$ cat config.mk
export PLATFORM = sky130hd
export DESIGN_NAME = sht11_measurement_master_top
export DESIGN_NICKNAME = d
export VERILOG_FILES = /design/src/rtl/core/sht_pkg.sv /design/src/rtl/core/sht_seq.sv /design/src/rtl/core/sht11_measurement_master_top.sv
export SDC_FILE = /design/constraint.sdc
export NUM_CORES = 1
export LEC_CHECK = 0
export BUFFER_PORTS_ARGS = -buffer_cell sky130_fd_sc_hd__buf_2
export CORE_ASPECT_RATIO = 2
export CORE_UTILIZATION = 60
export DETAILED_ROUTE_END_ITERATION = 10
export GPL_ROUTABILITY_DRIVEN = 0
export GPL_TIMING_DRIVEN = 0
export PLACE_DENSITY = 0.89
export SYNTH_ARGS = -nofsm -noshare
export SYNTH_HDL_FRONTEND = slang
export SYNTH_SLANG_ARGS = --single-unit
export TNS_END_PERCENT = 30
$ cat constraint.sdc
create_clock -name clk -period 5.7 [get_ports clk]
set_clock_uncertainty 0.15 [all_clocks]
set_input_delay 1.14 -clock clk [delete_from_list [all_inputs] [get_ports clk]]
set_output_delay 1.14 -clock clk [all_outputs]
set_load 0.005 [all_outputs]
$ cat src/rtl/core/sht_pkg.sv
// Shared types and constants for the SHT1x two-wire measurement master.
// Used by sht_seq and sht11_measurement_master_top; depends on nothing.
package sht_pkg;

  localparam int unsigned PHASE_TICKS_W   = 16;
  localparam int unsigned READY_TIMEOUT_W = 20;
  localparam int unsigned CFG_DATA_W      = 20;
  localparam int unsigned READING_W       = 16;
  localparam int unsigned IN_TDATA_W      = 16;
  localparam int unsigned OUT_TDATA_W     = 24;

  localparam logic [PHASE_TICKS_W-1:0]   PHASE_TICKS_RESET   = 16'd1;
  localparam logic [READY_TIMEOUT_W-1:0] READY_TIMEOUT_RESET = 20'd250000;
  localparam logic [READING_W-1:0]       TIMEOUT_READING     = 16'hFFFF;

  typedef enum logic [1:0] {
    ST_OK       = 2'd0,
    ST_NO_ACK   = 2'd1,
    ST_TIMEOUT  = 2'd2,
    ST_RESERVED = 2'd3
  } status_t;

  typedef enum logic {
    CFG_PHASE_TICKS   = 1'b0,
    CFG_READY_TIMEOUT = 1'b1
  } cfg_idx_t;

  typedef enum logic {
    KIND_TICK  = 1'b0,
    KIND_START = 1'b1
  } kind_t;

  typedef struct packed {
    logic [PHASE_TICKS_W-1:0]   phase_ticks;
    logic [READY_TIMEOUT_W-1:0] ready_timeout;
  } cfg_t;

  typedef struct packed {
    logic [READING_W-1:0] reading;
    status_t              status;
    logic                 done_res;
    logic                 busy_res;
    logic                 data_pull_low;
    logic                 clock_line;
  } result_t;

endpackage

$ cat src/rtl/core/sht_seq.sv
// Bus sequencer of the SHT1x measurement master: holds the phase state and
// computes one result per accepted beat. Depends on sht_pkg.
module sht_seq (
  input  logic              clk,
  input  logic              rst_n,
  input  logic              step,
  input  logic              kind,
  input  logic [7:0]        cmd_byte,
  input  logic              data_line,
  input  sht_pkg::cfg_t     cfg,
  output sht_pkg::result_t  res
);

  typedef enum logic [4:0] {
    PH_IDLE     = 5'd0,
    PH_S0       = 5'd1,
    PH_S1       = 5'd2,
    PH_S2       = 5'd3,
    PH_S3       = 5'd4,
    PH_S4       = 5'd5,
    PH_S5       = 5'd6,
    PH_S6       = 5'd7,
    PH_CMD_SET  = 5'd8,
    PH_CMD_HIGH = 5'd9,
    PH_CMD_LOW  = 5'd10,
    PH_ACK_REL  = 5'd11,
    PH_ACK_HIGH = 5'd12,
    PH_ACK_LOW  = 5'd13,
    PH_WAIT     = 5'd14,
    PH_RD_HIGH  = 5'd15,
    PH_RD_LOW   = 5'd16,
    PH_MA_SET   = 5'd17,
    PH_MA_HIGH  = 5'd18,
    PH_MA_LOW   = 5'd19
  } phase_t;

  phase_t                                   phase_r, phase_nxt;
  logic [3:0]                               bit_cnt_r, bit_cnt_nxt;
  logic [sht_pkg::PHASE_TICKS_W-1:0]        hold_cnt_r, hold_cnt_nxt, hold_inc, hold_lim;
  logic [sht_pkg::READY_TIMEOUT_W-1:0]      wait_cnt_r, wait_cnt_nxt, wait_inc, wait_lim;
  logic [7:0]                               cmd_sh_r, cmd_sh_nxt;
  logic [sht_pkg::READING_W-1:0]            rd_sh_r, rd_sh_nxt;
  logic                                     ack_miss_r, ack_miss_nxt;
  logic                                     done;
  sht_pkg::status_t                         st;
  logic [sht_pkg::READING_W-1:0]            rd;
  logic                                     clk_ln, pull_ln, cmd_pull, ma_pull;

  always_comb begin
    phase_nxt    = phase_r;
    bit_cnt_nxt  = bit_cnt_r;
    hold_cnt_nxt = hold_cnt_r;
    wait_cnt_nxt = wait_cnt_r;
    cmd_sh_nxt   = cmd_sh_r;
    rd_sh_nxt    = rd_sh_r;
    ack_miss_nxt = ack_miss_r;
    done         = 1'b0;
    st           = sht_pkg::ST_OK;
    rd           = '0;
    hold_lim     = (cfg.phase_ticks == '0) ? sht_pkg::PHASE_TICKS_W'(1) : cfg.phase_ticks;
    wait_lim     = (cfg.ready_timeout == '0) ?
                   sht_pkg::READY_TIMEOUT_W'(1) : cfg.ready_timeout;
    hold_inc     = hold_cnt_r + 1'b1;
    wait_inc     = wait_cnt_r + 1'b1;
    if (kind == sht_pkg::KIND_START) begin
      if (phase_r == PH_IDLE) begin
        cmd_sh_nxt   = cmd_byte;
        bit_cnt_nxt  = '0;
        hold_cnt_nxt = '0;
        wait_cnt_nxt = '0;
        rd_sh_nxt    = '0;
        ack_miss_nxt = 1'b0;
        phase_nxt    = PH_S0;
      end
    end else if (phase_r != PH_IDLE) begin
      hold_cnt_nxt = hold_inc;
      if (hold_inc >= hold_lim) begin
        hold_cnt_nxt = '0;
        case (phase_r)
          PH_S0:       phase_nxt = PH_S1;
          PH_S1:       phase_nxt = PH_S2;
          PH_S2:       phase_nxt = PH_S3;
          PH_S3:       phase_nxt = PH_S4;
          PH_S4:       phase_nxt = PH_S5;
          PH_S5:       phase_nxt = PH_S6;
          PH_S6: begin
            bit_cnt_nxt = '0;
            phase_nxt   = PH_CMD_SET;
          end
          PH_CMD_SET:  phase_nxt = PH_CMD_HIGH;
          PH_CMD_HIGH: phase_nxt = PH_CMD_LOW;
          PH_CMD_LOW: begin
            if (bit_cnt_r >= 4'd7) begin
              phase_nxt = PH_ACK_REL;
            end else begin
              bit_cnt_nxt = bit_cnt_r + 1'b1;
              cmd_sh_nxt  = {cmd_sh_r[6:0], 1'b0};
              phase_nxt   = PH_CMD_SET;
            end
          end
          PH_ACK_REL:  phase_nxt = PH_ACK_HIGH;
          PH_ACK_HIGH: begin
            if (data_line) begin
              ack_miss_nxt = 1'b1;
            end
            phase_nxt = PH_ACK_LOW;
          end
          PH_ACK_LOW: begin
            wait_cnt_nxt = '0;
            phase_nxt    = PH_WAIT;
          end
          PH_WAIT: begin
            if (!data_line) begin
              bit_cnt_nxt = '0;
              rd_sh_nxt   = '0;
              phase_nxt   = PH_RD_HIGH;
            end else begin
              wait_cnt_nxt = wait_inc;
              if (wait_inc >= wait_lim) begin
                done      = 1'b1;
                st        = sht_pkg::ST_TIMEOUT;
                rd        = sht_pkg::TIMEOUT_READING;
                phase_nxt = PH_IDLE;
              end
            end
          end
          PH_RD_HIGH: begin
            rd_sh_nxt = {rd_sh_r[sht_pkg::READING_W-2:0], data_line};
            phase_nxt = PH_RD_LOW;
          end
          PH_RD_LOW: begin
            if (bit_cnt_r[2:0] == 3'd7) begin
              phase_nxt = PH_MA_SET;
            end else begin
              bit_cnt_nxt = bit_cnt_r + 1'b1;
              phase_nxt   = PH_RD_HIGH;
            end
          end
          PH_MA_SET:   phase_nxt = PH_MA_HIGH;
          PH_MA_HIGH:  phase_nxt = PH_MA_LOW;
          PH_MA_LOW: begin
            if (bit_cnt_r == 4'd15) begin
              done      = 1'b1;
              st        = ack_miss_r ? sht_pkg::ST_NO_ACK : sht_pkg::ST_OK;
              rd        = rd_sh_r;
              phase_nxt = PH_IDLE;
            end else begin
              bit_cnt_nxt = bit_cnt_r + 1'b1;
              phase_nxt   = PH_RD_HIGH;
            end
          end
          default:     phase_nxt = PH_IDLE;
        endcase
      end
    end
  end

  // Line levels follow the phase that holds after this beat.
  always_comb begin
    cmd_pull = ~cmd_sh_nxt[7];
    ma_pull  = (bit_cnt_nxt == 4'd7);
    clk_ln   = 1'b0;
    pull_ln  = 1'b0;
    case (phase_nxt)
      PH_S1, PH_S2, PH_S4, PH_S5: clk_ln = 1'b1;
      default:                    clk_ln = 1'b0;
    endcase
    case (phase_nxt)
      PH_S2, PH_S3, PH_S4:        pull_ln = 1'b1;
      PH_CMD_SET, PH_CMD_LOW:     pull_ln = cmd_pull;
      PH_CMD_HIGH: begin
        clk_ln  = 1'b1;
        pull_ln = cmd_pull;
      end
      PH_ACK_HIGH, PH_RD_HIGH:    clk_ln = 1'b1;
      PH_MA_SET, PH_MA_LOW:       pull_ln = ma_pull;
      PH_MA_HIGH: begin
        clk_ln  = 1'b1;
        pull_ln = ma_pull;
      end
      default:                    pull_ln = 1'b0;
    endcase
  end

  always_comb begin
    res.clock_line    = clk_ln;
    res.data_pull_low = pull_ln;
    res.busy_res      = (phase_nxt != PH_IDLE);
    res.done_res      = done;
    res.status        = st;
    res.reading       = rd;
  end

  always_ff @(posedge clk) begin
    if (!rst_n) begin
      phase_r    <= PH_IDLE;
      bit_cnt_r  <= '0;
      hold_cnt_r <= '0;
      wait_cnt_r <= '0;
      cmd_sh_r   <= '0;
      rd_sh_r    <= '0;
      ack_miss_r <= 1'b0;
    end else if (step) begin
      phase_r    <= phase_nxt;
      bit_cnt_r  <= bit_cnt_nxt;
      hold_cnt_r <= hold_cnt_nxt;
      wait_cnt_r <= wait_cnt_nxt;
      cmd_sh_r   <= cmd_sh_nxt;
      rd_sh_r    <= rd_sh_nxt;
      ack_miss_r <= ack_miss_nxt;
    end
  end

endmodule

$ cat src/rtl/core/sht11_measurement_master_top.sv
// Top level of the SHT1x two-wire measurement master: stream ports, the
// configuration registers and the result register. Depends on sht_pkg, sht_seq.
//
// Every input beat yields exactly one result beat, and the block takes one beat
// per clock: the sequencer state and the result register are updated in the
// cycle a beat is accepted, and a new beat is taken whenever the result register
// is empty or its beat is being taken in the same cycle. An idle start beat loads the
// command byte; tick beats then step the bus phases, each held for phase_ticks
// ticks, and the beat that finishes a transfer carries done, status and reading.
module sht11_measurement_master_top (
  input  logic                                clk,
  input  logic                                rst_n,
  input  logic                                in_tvalid,
  output logic                                in_tready,
  input  logic [sht_pkg::IN_TDATA_W-1:0]      in_tdata,  // cmd_byte, data_line, zero pad
  input  logic                                in_tuser,  // kind
  output logic                                out_tvalid,
  input  logic                                out_tready,
  // clock_line, data_pull_low, busy_res, done_res, status, reading, zero pad
  output logic [sht_pkg::OUT_TDATA_W-1:0]     out_tdata,
  input  logic                                cfg_we,
  input  logic                                cfg_index,
  input  logic [sht_pkg::CFG_DATA_W-1:0]      cfg_wdata
);

  sht_pkg::cfg_t    cfg_r;
  sht_pkg::result_t res;
  logic             out_valid_r;
  sht_pkg::result_t out_res_r;
  logic             step;

  assign in_tready = ~out_valid_r | out_tready;
  assign step      = in_tvalid & in_tready;

  always_ff @(posedge clk) begin
    if (!rst_n) begin
      cfg_r.phase_ticks   <= sht_pkg::PHASE_TICKS_RESET;
      cfg_r.ready_timeout <= sht_pkg::READY_TIMEOUT_RESET;
    end else if (cfg_we) begin
      case (cfg_index)
        sht_pkg::CFG_PHASE_TICKS:
          cfg_r.phase_ticks <= cfg_wdata[sht_pkg::PHASE_TICKS_W-1:0];
        sht_pkg::CFG_READY_TIMEOUT:
          cfg_r.ready_timeout <= cfg_wdata[sht_pkg::READY_TIMEOUT_W-1:0];
        default: ;
      endcase
    end
  end

  sht_seq u_seq (
    .clk       (clk),
    .rst_n     (rst_n),
    .step      (step),
    .kind      (in_tuser),
    .cmd_byte  (in_tdata[7:0]),
    .data_line (in_tdata[8]),
    .cfg       (cfg_r),
    .res       (res)
  );

  always_ff @(posedge clk) begin
    if (!rst_n) begin
      out_valid_r <= 1'b0;
    end else if (step) begin
      out_valid_r <= 1'b1;
    end else if (out_tready) begin
      out_valid_r <= 1'b0;
    end
  end

  always_ff @(posedge clk) begin
    if (step) begin
      out_res_r <= res;
    end
  end

  assign out_tvalid = out_valid_r;
  assign out_tdata  = {2'b00,
                       out_res_r.reading,
                       out_res_r.status,
                       out_res_r.done_res,
                       out_res_r.busy_res,
                       out_res_r.data_pull_low,
                       out_res_r.clock_line};

endmodule
==> flow_summary_export.csv, run 1 <==
group,metric,value,unit
global_route,overflow,0,
route,drt-wirelength-per-cell,17.9,µm
pwr,pwr-share-seq,40.3,%
worst_setup_path,crit_start,"u_seq.wait_cnt_r[0]",
clock_network,cts_root_buf,"clkbuf_16",
global_route,grt_pass1_wl,32.1,mm
worst_setup_path,worstSetupPathDepth,20,
yosys,synth_cells,892,
pwr,p_leak,3.41,nW
clock_network,cts_hold_buffers,0,
yosys,ys.flop_type,"dfxtp_1",
clock_network,cts_made_buffers,17,
worst_setup_path,cp_data_required_time,5.85,ns
pwr,comb_power_share,12.3,%
route,routed_wirelength,20.2,mm
yosys,synth_area_per_cell,8.37,µm²
worst_setup_path,crit_family,"simple AND/OR/NAND/NOR gates",
sta,max_freq,188,MHz
global_route,grt_max_degree,32,
pwr,irDropWorstVdd,0.244,mV
clock_network,cts_resized,0,
run_status,run_status,"finished clean",
global_route,grt_usage,32.7,%
final_layout,diodes,0,
worst_setup_path,crit_slowest_cell,"nor3_1",
sta,finalMaxSlewViolations,0,
route,drtIter0Drc,567,
sta,layout_min_cycle_time,5.33,ns
worst_setup_path,cpPeakStageDelay,0.49,ns
floorplan,core_area,12100,µm²
worst_setup_path,arrival,5.47,ns
clock_network,cts_sinks,129,
floorplan,num_rows,57,
floorplan,fp.dieW,80.9,µm
yosys,ys_warn_count,0,
floorplan,start_util,61.6,%
floorplan,pin_count,69,
pwr,p_int,1.80,mW
clock_network,cts_max_level,4,
yosys,synthArstFlopShare,0,%
worst_setup_path,crit_chain,"ha_1 > nand3_1 > nor3_1 > and3_1 > clkbuf_1 > nand2_1 > nor2_1 > nand2_1 > xnor2_1 > ha_1 > a21oi_1 > nand2_1 > a221oi_1 > o21ai_0 > a31oi_2 > o221a_2 > buf_2 > nor4b_1 > a211oi_1 > nand2_1",
sta,finalCritPeriodShare,93.5,%
worst_setup_path,cp_max_fo,10,
final_layout,drive_gt1_share,12.7,%
placed_design,pre_cts_ws,0.536,ns
pwr,switchingPower,631,µW
route,drc,0,
pwr,finalPower,2.43,mW
worst_setup_path,crit_type,"reg2reg",
pwr,pwr_density_cell,284,nW/µm²
route,antenna_left,0,
flow_run,maxCapViolCount,0,
yosys,yosysSeqAreaShare,37.5,%
final_layout,nets,1054,
sta,finalSetupTns,0,ns
worst_setup_path,crit_buf_inv,2,
yosys,yosysUniqueCellTypes,69,
worst_setup_path,critPathCaptureType,"flop",
sta,grt_setup_unrepaired,"false",
placed_design,io_buffers,58,
yosys,syn-cell-area,7470,µm²
clock_network,post_cts_buffers,0,
sta,max_slew.worst_pin.slew,1.16,ns
clock_network,clockBufferDepth,2,
clock_network,clk_latency,0.43,ns
sta,relSlewSlack,21.8,%
worst_setup_path,rr_endpoint,"out_tdata[0]",
pwr,p_sw_share,25.9,%
pwr,p_clk_share,47.4,%
yosys,synth-seq-cells,129,
route,vias,7057,
hold_path,hp-class,"reg2reg",
yosys,synth-edff-count,22,
floorplan,dieArea,12900,µm²
worst_setup_path,r2r_start,"u_seq.wait_cnt_r[0]",
route,avgViaCountPerCell,6.25,
floorplan,die_y,160,µm
worst_setup_path,startpoint_type,"flop",
sta,hold_viol,0,
worst_setup_path,crit_path_end,"out_tdata[0]",
route,dr.pass1.iters,6,
final_layout,utilization,70.8,%
worst_setup_path,crit_top_cell,"nand2_1",
sta,setup_viol,0,
worst_setup_path,r2r_cells,20,
clock_network,clk_pin_slew,0.06,ns
final_layout,syn_to_final_growth,14.9,%
placed_design,dp.final_hpwl,14.8,mm
clock_network,cts_tree,"built",
worst_setup_path,rrSetupSlack,0.37,ns
sta,setup_ws,0.370,ns
global_route,antenna_found_initial,0,
global_route,first_global_vias,6801,
==> cell type report <==
class                   instances  area [µm²]
plain buffers                  48         204
clock buffers                  23         522
clock inverters                 9         115
fillers                       923        3540
inverters                      46         173
multi-input cells             670        4300
flip-flops and latches        129        2800
well taps                     147         184
repair buffers                 58         290
==> cell families (layout without fill, tap and decap cells) <==
| kind of cell | Yosys count | count (layout) | share of synthesized area, % |
|---|---|---|---|
| simple gates | 359 | 359 | 23.7 |
| compound gates | 231 | 231 | 22.5 |
| flops | 129 | 129 | 37.5 |
| buf+inv | 94 | 184 | 5.03 |
| fa+ha+maj | 41 | 41 | 6.87 |
| xor+xnor | 34 | 34 | 3.99 |
| mux | 3 | 3 | 0.419 |
| other cells | 1 | 2 | 0.0502 |
==> per-layer routing <==
layer	global-route usage, %	up-vias	share of wire, %
met2	59.2	313	54
met3	6.23	116	5.4
met5	0	-	0
li1	-	3332	-
met1	30.9	3296	34
met4	24.0	0	7.0
==> flip-flops by register name, indices dropped and copies added, names as in the netlist <==
signal / flops
u_seq.bit_cnt_r: 4
u_seq.rd_sh_r: 16
u_seq.phase_r: 5
cfg_r: 36
u_seq.wait_cnt_r: 20
u_seq.hold_cnt_r: 16
out_tvalid: 1
out_tdata: 22
u_seq.cmd_sh_r: 8
u_seq.ack_miss_r: 1
==> how the worst min path moves through the flow <==
stage	cells after the start	start	end
after floorplan	2	u_seq.rd_sh_r[15]	u_seq.rd_sh_r[15]
after global placement	2	u_seq.rd_sh_r[15]	u_seq.rd_sh_r[15]
after detailed placement	2	u_seq.rd_sh_r[15]	u_seq.rd_sh_r[15]
after CTS	2	u_seq.rd_sh_r[15]	u_seq.rd_sh_r[15]
after global routing	2	u_seq.rd_sh_r[8]	u_seq.rd_sh_r[8]
final	2	u_seq.rd_sh_r[15]	u_seq.rd_sh_r[15]
==> power groups by stage <==
| stage | logic [mW] | clock network (mW) | registers [mW] |
|---|---|---|---|
| global route | 0.327 | 1.19 | 0.983 |
| global placement | 0.282 | 0 | 0.998 |
| finish | 0.299 | 1.16 | 0.980 |
| CTS | 0.292 | 1.16 | 0.980 |
| floorplan | 0.197 | 0 | 0.995 |
| detailed placement | 0.288 | 0 | 0.999 |
==> metrics by stage <==
stage	instances	hold slack (ns)	instance area [µm²]
after floorplan	893	0.291	7470
after global placement	1098	0.305	7950
after detailed placement	1098	0.308	7950
after CTS	1130	0.318	8590
after global routing	1130	0.354	8590
final	1130	0.319	8590
==> cell usage after synthesis, drive strengths merged (6+ instances only) <==
| master | n | area, µm² |
|---|---|---|
| nor3 | 15 | 85.1 |
| nand2 | 153 | 574 |
| o21a | 19 | 143 |
| and3 | 12 | 75.1 |
| and3b | 7 | 61.3 |
| nor2b | 22 | 138 |
| clkbuf | 34 | 128 |
| a22oi | 13 | 97.6 |
| nand3 | 46 | 230 |
| xnor2 | 17 | 149 |
| nor4 | 15 | 109 |
| a21boi | 55 | 413 |
| o21ai | 30 | 158 |
| and2 | 16 | 100 |
| a21o | 6 | 45.0 |
| a21oi | 33 | 169 |
| inv | 46 | 173 |
| nor2 | 40 | 153 |
| xor2 | 17 | 149 |
| nand2b | 6 | 37.5 |
| buf | 14 | 75.1 |
| nor3b | 9 | 67.6 |
| dfxtp | 107 | 2140 |
| edfxtp | 22 | 661 |
| a211oi | 9 | 90.1 |
| a221oi | 9 | 85.1 |
| ha | 41 | 513 |
| o211ai | 20 | 150 |
==> worst register-to-register path, delay by kind of cell (launching register included) <==
| kind | cells | cell delay [ns] |
|---|---|---|
| AND/OR/NAND/NOR | 9 | 2.04 |
| AO/OA/AOI/OAI | 6 | 1.37 |
| adder cells (fa/ha/maj) | 2 | 0.58 |
| flip-flops | 1 | 0.40 |
| buffers and inverters | 2 | 0.40 |
| XOR/XNOR | 1 | 0.26 |
==> layout by cell type, fill, tap and decap left out, types with 22 or more instances in the layout <==
cell,n
a21boi_0,51
nand3_1,46
a21oi_1,32
nor2_1,39
clkbuf_1,35
dfxtp_1,107
buf_2,70
nand2_1,153
nor2b_1,22
inv_1,46
edfxtp_1,22
o21ai_0,28
ha_1,41
Power figures use the tool's default switching activity.
==> inputs of run 2 (changes only) <==
--- a/config.mk
+++ b/config.mk
@@ -8,6 +8,7 @@
 export BUFFER_PORTS_ARGS = -buffer_cell sky130_fd_sc_hd__buf_2
 export CORE_ASPECT_RATIO = 2
 export CORE_UTILIZATION = 60
+export CTS_BUF_LIST = sky130_fd_sc_hd__clkbuf_4
 export DETAILED_ROUTE_END_ITERATION = 10
 export GPL_ROUTABILITY_DRIVEN = 0
 export GPL_TIMING_DRIVEN = 0
==> run 2 against run 1 <==
Compared with the run above: combinational power about the same; die area did not move; sequential share of layout area is 1.1 points higher; clock-buffer cell count is 4 lower; total power decreased by 16%; utilization is 2.3 points lower; wire length fell by 4.1%; non-clock buffer count is the same; register-to-register slack worse by 0.02 ns; largest power group is now sequential cells.
==> flow_summary_export.csv, run 2 (synthesis gave the netlist of run 1 again) <==
group,metric,value,unit
global_route,grt_max_degree,32,
final_layout,nFillCells,995,
worst_setup_path,crit_type,"reg2reg",
global_route,overflow,0,
route,vias,7025,
pwr,switchingPower,568,µW
route,drtIter0Drc,496,
sta,relSlewSlack,23.6,%
worst_setup_path,rrSetupSlack,0.35,ns
placed_design,pre_cts_ws,0.536,ns
run_status,run_status,"finished clean",
sta,max_slew.worst_pin.slew,1.14,ns
clock_network,cts_tree,"built",
clock_network,cts_resized,0,
worst_setup_path,arrival,5.52,ns
clock_network,cts_hold_buffers,0,
route,drc,0,
route,drt-wirelength-per-cell,17.2,µm
clock_network,cts_root_buf,"clkbuf_4",
sta,hold_viol,0,
placed_design,dp.final_hpwl,14.8,mm
sta,grt_setup_unrepaired,"false",
clock_network,post_cts_buffers,0,
final_layout,drive_gt1_share,12.8,%
floorplan,start_util,61.6,%
pwr,p_leak,3.28,nW
pwr,irDropWorstVdd,0.148,mV
floorplan,num_rows,57,
sta,layout_min_cycle_time,5.35,ns
global_route,antenna_found_initial,1,
clock_network,clk_latency,0.55,ns
placed_design,io_buffers,58,
final_layout,largest_reg_flops,36,
sta,setup_ws,0.347,ns
worst_setup_path,startpoint_type,"flop",
route,avgViaCountPerCell,6.21,
final_layout,final_cell_mix,"nand2_1, dfxtp_1, buf_2",
final_layout,nets,1054,
pwr,p_sw_share,27.9,%
sta,finalCritPeriodShare,93.9,%
worst_setup_path,cp_data_required_time,5.86,ns
global_route,grt_pass1_wl,31.0,mm
final_layout,max_flop_register,"cfg_r",
floorplan,die_y,160,µm
floorplan,dieArea,12900,µm²
sta,max_freq,187,MHz
global_route,grt_usage,31.4,%
pwr,p_int,1.47,mW
pwr,pwr_density_cell,245,nW/µm²
pwr,pwr-share-seq,48.0,%
worst_setup_path,cp_max_fo,8,
clock_network,cts_max_level,4,
worst_setup_path,critPathCaptureType,"flop",
clock_network,cts_made_buffers,17,
floorplan,fp.dieW,80.9,µm
route,antenna_left,0,
route,routed_wirelength,19.4,mm
global_route,first_global_vias,6739,
hold_path,hp-class,"reg2reg",
clock_network,clockBufferDepth,2,
sta,finalMaxSlewViolations,0,
floorplan,pin_count,69,
route,dr.pass1.iters,8,
flow_run,maxCapViolCount,0,
clock_network,cts_sinks,129,
pwr,p_clk_share,37.4,%
clock_network,clk_pin_slew,0.12,ns
pwr,comb_power_share,14.6,%
final_layout,syn_to_final_growth,11.2,%
final_layout,final_common_cell,"nand2_1",
sta,finalSetupTns,0,ns
sta,setup_viol,0,
floorplan,core_area,12100,µm²
## run 2: worst paths after layout
kind / start / endpoint / depth (start not counted)
hold reg to reg: u_seq.rd_sh_r[15] / u_seq.rd_sh_r[15] / 2
hold / removal: u_seq.rd_sh_r[15] / u_seq.rd_sh_r[15] / 2
setup / recovery: u_seq.wait_cnt_r[0] / out_tdata[1] / 19
setup reg to reg: u_seq.wait_cnt_r[0] / out_tdata[1] / 19
## run 2: layout make-up
class | count | area (µm²) | area share [%]
tap | 147 | 184 | 2.22
buffer | 48 | 204 | 2.46
clock inverter | 13 | 209 | 2.52
clock buffer | 19 | 143 | 1.72
inverter | 46 | 173 | 2.08
antenna | 1 | 2.50 | 0.0301
sequential | 129 | 2800 | 33.8
multi-input combinational | 670 | 4300 | 51.7
timing repair buffer | 58 | 290 | 3.50
## run 2: through the flow
step | cell area, µm² | std cells | hold WS (ns) | total power, mW | util [%]
after floorplan | 7470 | 893 | 0.291 | 1.19 | -
after global placement | 7950 | 1098 | 0.305 | 1.28 | 65.6
after detailed placement | 7950 | 1098 | 0.308 | 1.29 | 65.6
after CTS | 8300 | 1130 | 0.326 | 2.04 | 68.5
after global routing | 8300 | 1131 | 0.360 | 2.11 | 68.5
final | 8300 | 1131 | 0.323 | 2.04 | 68.5
## run 2: worst max-delay path, stage by stage (launching register included)
cell and delay (ns):
dfxtp_1 0.42, ha_1 0.26, nand3_1 0.20, nor3_1 0.50, and3_1 0.23, clkbuf_1 0.23
nand2_1 0.08, nor2_1 0.30, nand2_1 0.12, xnor2_1 0.26, ha_1 0.31, a21oi_1 0.17
nand2_1 0.07, a221oi_1 0.42, o21ai_0 0.17, a31oi_2 0.29, o22a_1 0.37, nand2_1 0.11
mux2i_1 0.16, a211o_1 0.30
## run 2: layer usage
metal | GRT usage (%) | routed length [µm] | vias up
li1 | - | - | 3338
met1 | 29.2 | 6610 | 3285
met2 | 58.3 | 10700 | 288
met3 | 6.06 | 913 | 114
met4 | 21.2 | 1210 | 0
met5 | 0 | 0 | -
## run 2: power by group through the flow
stage / sequential (mW) / combinational (mW) / clock (mW)
finish: 0.978 / 0.297 / 0.763
global route: 0.983 / 0.325 / 0.805
CTS: 0.978 / 0.290 / 0.766
detailed placement: 0.999 / 0.288 / 0
global placement: 0.998 / 0.282 / 0
floorplan: 0.995 / 0.197 / 0
==> inputs of run 3 (changes only) <==
--- a/config.mk
+++ b/config.mk
@@ -7,6 +7,7 @@
 export LEC_CHECK = 0
 export BUFFER_PORTS_ARGS = -buffer_cell sky130_fd_sc_hd__buf_2
 export CORE_ASPECT_RATIO = 2
+export CORE_MARGIN = 5
 export CORE_UTILIZATION = 60
 export CTS_BUF_LIST = sky130_fd_sc_hd__clkbuf_4
 export DETAILED_ROUTE_END_ITERATION = 10
==> constraint.sdc (replaced) <==
create_clock -name clk -period 5.5 [get_ports clk]
set_clock_uncertainty 0.15 [all_clocks]
set_input_delay 1.1 -clock clk [delete_from_list [all_inputs] [get_ports clk]]
set_output_delay 1.1 -clock clk [all_outputs]
set_load 0.01 [all_outputs]
==> run 3 against run 2 <==
Compared with the run above: clock-buffer cell count fell by 1; setup slack improved by 0.035 ns; cell count did not move; wire length fell by 2.1%; fmax rose by 4.6%; sequential power barely moved; sequential cell count did not move; critical path type unchanged; non-clock buffer count did not move; hold slack improved by 0.012 ns; first-iteration DRC count rose by 14%.
==> flow_summary_export.csv, run 3 (synthesis gave the netlist of run 1 again) <==
group,metric,value,unit
run_status,run_status,"finished clean",
final_layout,syn_to_final_growth,10.4,%
floorplan,fp.dieW,88.9,µm
clock_network,cts_tree,"built",
global_route,first_global_vias,6628,
worst_setup_path,crit_buf_inv,1,
sta,finalCritPeriodShare,93.1,%
floorplan,dieArea,14900,µm²
hold_path,hp-class,"reg2reg",
worst_setup_path,cpPeakStageDelay,0.43,ns
worst_setup_path,crit_family,"simple AND/OR/NAND/NOR gates",
route,drt-wirelength-per-cell,16.8,µm
route,dr.pass1.iters,6,
global_route,grt_usage,26.0,%
route,antenna_left,0,
sta,max_freq,195,MHz
worst_setup_path,crit_type,"reg2reg",
global_route,use_met1,25.4,%
sta,holdWs,0.335,ns
floorplan,pin_count,69,
clock_network,cts_sinks,129,
route,routed_wirelength,19.0,mm
final_layout,final-seq-area,2800,µm²
placed_design,dpl.cell_count,1098,
route,avgViaCountPerCell,6.12,
final_layout,final_common_cell,"nand2_1",
clock_network,clockBufferDepth,2,
placed_design,io_buffers,58,
worst_setup_path,arrival,5.26,ns
final_layout,max_flop_register,"cfg_r",
hold_path,hold_start,"cfg_r[20]",
placed_design,dp.final_hpwl,14.7,mm
worst_setup_path,crit_slowest_cell,"a221oi_1",
global_route,grt-busiest-layer,"met2",
worst_setup_path,crit_start,"u_seq.wait_cnt_r[0]",
clock_network,cts_max_level,4,
worst_setup_path,cp_data_required_time,5.64,ns
clock_network,clk_latency,0.53,ns
route,drc,0,
sta,relSlewSlack,27.0,%
sta,finalSetupTns,0,ns
final_layout,nFillCells,1022,
global_route,grt_max_degree,32,
global_route,met2_usage,47.9,%
sta,grt_setup_unrepaired,"false",
floorplan,start_util,61.2,%
route,drtIter0Drc,563,
pwr,pwr_density_cell,241,nW/µm²
floorplan,die_y,168,µm
pwr,irDropWorstVdd,0.192,mV
sta,hold_viol,0,
final_layout,drive_gt1_share,13.0,%
sta,finalMaxSlewViolations,0,
clock_network,cts_hold_buffers,0,
final_layout,fin_area,8250,µm²
clock_network,cts_root_buf,"clkbuf_4",
global_route,grtUsageMet3,4.55,%
global_route,grt_pass1_wl,30.6,mm
clock_network,post_cts_buffers,0,
final_layout,nets,1054,
clock_network,cts_resized,0,
sta,setup_viol,0,
route,vias,6917,
clock_network,cts_made_buffers,17,
final_layout,final_cell_mix,"nand2_1, dfxtp_1, buf_2",
placed_design,dpl-instance-area,7950,µm²
final_layout,multi_input_area,4300,µm²
clock_network,clk_pin_slew,0.12,ns
worst_setup_path,crit_chain,"ha_1 > nand3_1 > nor3_2 > and3_1 > clkbuf_1 > nand2_1 > nor2_1 > nand3_1 > xnor2_1 > ha_1 > and4_1 > a221oi_1 > o21ai_0 > a31oi_2 > o22a_1 > nand2_1 > mux2i_1 > a211o_1",
global_route,antenna_found_initial,1,
final_layout,stdcell_count,1131,
global_route,overflow,0,
worst_setup_path,cp_max_fo,8,
final_layout,utilization,67.6,%
floorplan,num_rows,57,
final_layout,largest_reg_flops,36,
floorplan,core_area,12200,µm²
sta,max_slew.worst_pin.slew,1.09,ns
worst_setup_path,startpoint_type,"flop",
flow_run,maxCapViolCount,0,
sta,layout_min_cycle_time,5.12,ns
worst_setup_path,r2r_start,"u_seq.wait_cnt_r[0]",
worst_setup_path,critPathCaptureType,"flop",
pwr,p_leak,3.25,nW
run 3: cell types whose count changed in the layout (fill, tap and decap cells not counted):
cell,previous run,this run
clkinv_2,1,2
clkinv_4,3,4
nor3_2,2,3
bufinv_16,5,2
clkinvlp_4,0,2
nor3_1,13,12
clkinv_1,1,0
inv_6,2,4
inv_4,1,0
clkbuf_4,19,18
run 3: worst paths after layout:
| kind | to | slack, ns | cells past startpoint |
|---|---|---|---|
| max reg2reg | out_tdata[1] | 0.38 | 18 |
| max | out_tdata[1] | 0.38 | 18 |
| min | cfg_r[20] | 0.34 | 2 |
| min reg2reg | cfg_r[20] | 0.34 | 2 |
run 3: stage by stage:
stage	power, mW	worst slack [ns]
floorplan	1.24	1.08
global placement	1.33	0.414
detailed placement	1.34	0.338
CTS	1.98	0.298
global route	2.07	0.0279
finish	1.98	0.382
run 3: worst min-delay path, cell delays in order (launching register included):
cell and delay [ns]:
dfxtp_1 0.33, nand2_1 0.06, nand3_1 0.06
run 3: power by group:
part	leakage [nW]	total (mW)	switching, mW	internal [mW]
clock network	0.154	0.660	0.379	0.281
logic	2.01	0.310	0.201	0.109
registers	1.09	1.01	0.0194	0.994
total	3.25	1.98	0.599	1.38
run 3: metal layers:
layer,vias to the layer above,share of wire (%)
met5,-,0
met4,0,6.1
met3,89,5.3
met2,268,54
met1,3228,34
li1,3332,-
run 3: cell type report:
| class | instances | share of cell area (%) |
|---|---|---|
| plain buffers | 48 | 2.47 |
| clock buffers | 18 | 1.64 |
| flip-flops and latches | 129 | 34.0 |
| repair buffers | 58 | 3.52 |
| inverters | 46 | 2.09 |
| clock inverters | 14 | 1.88 |
| multi-input cells | 670 | 52.1 |
| well taps | 147 | 2.23 |
| diodes | 1 | 0.0303 |
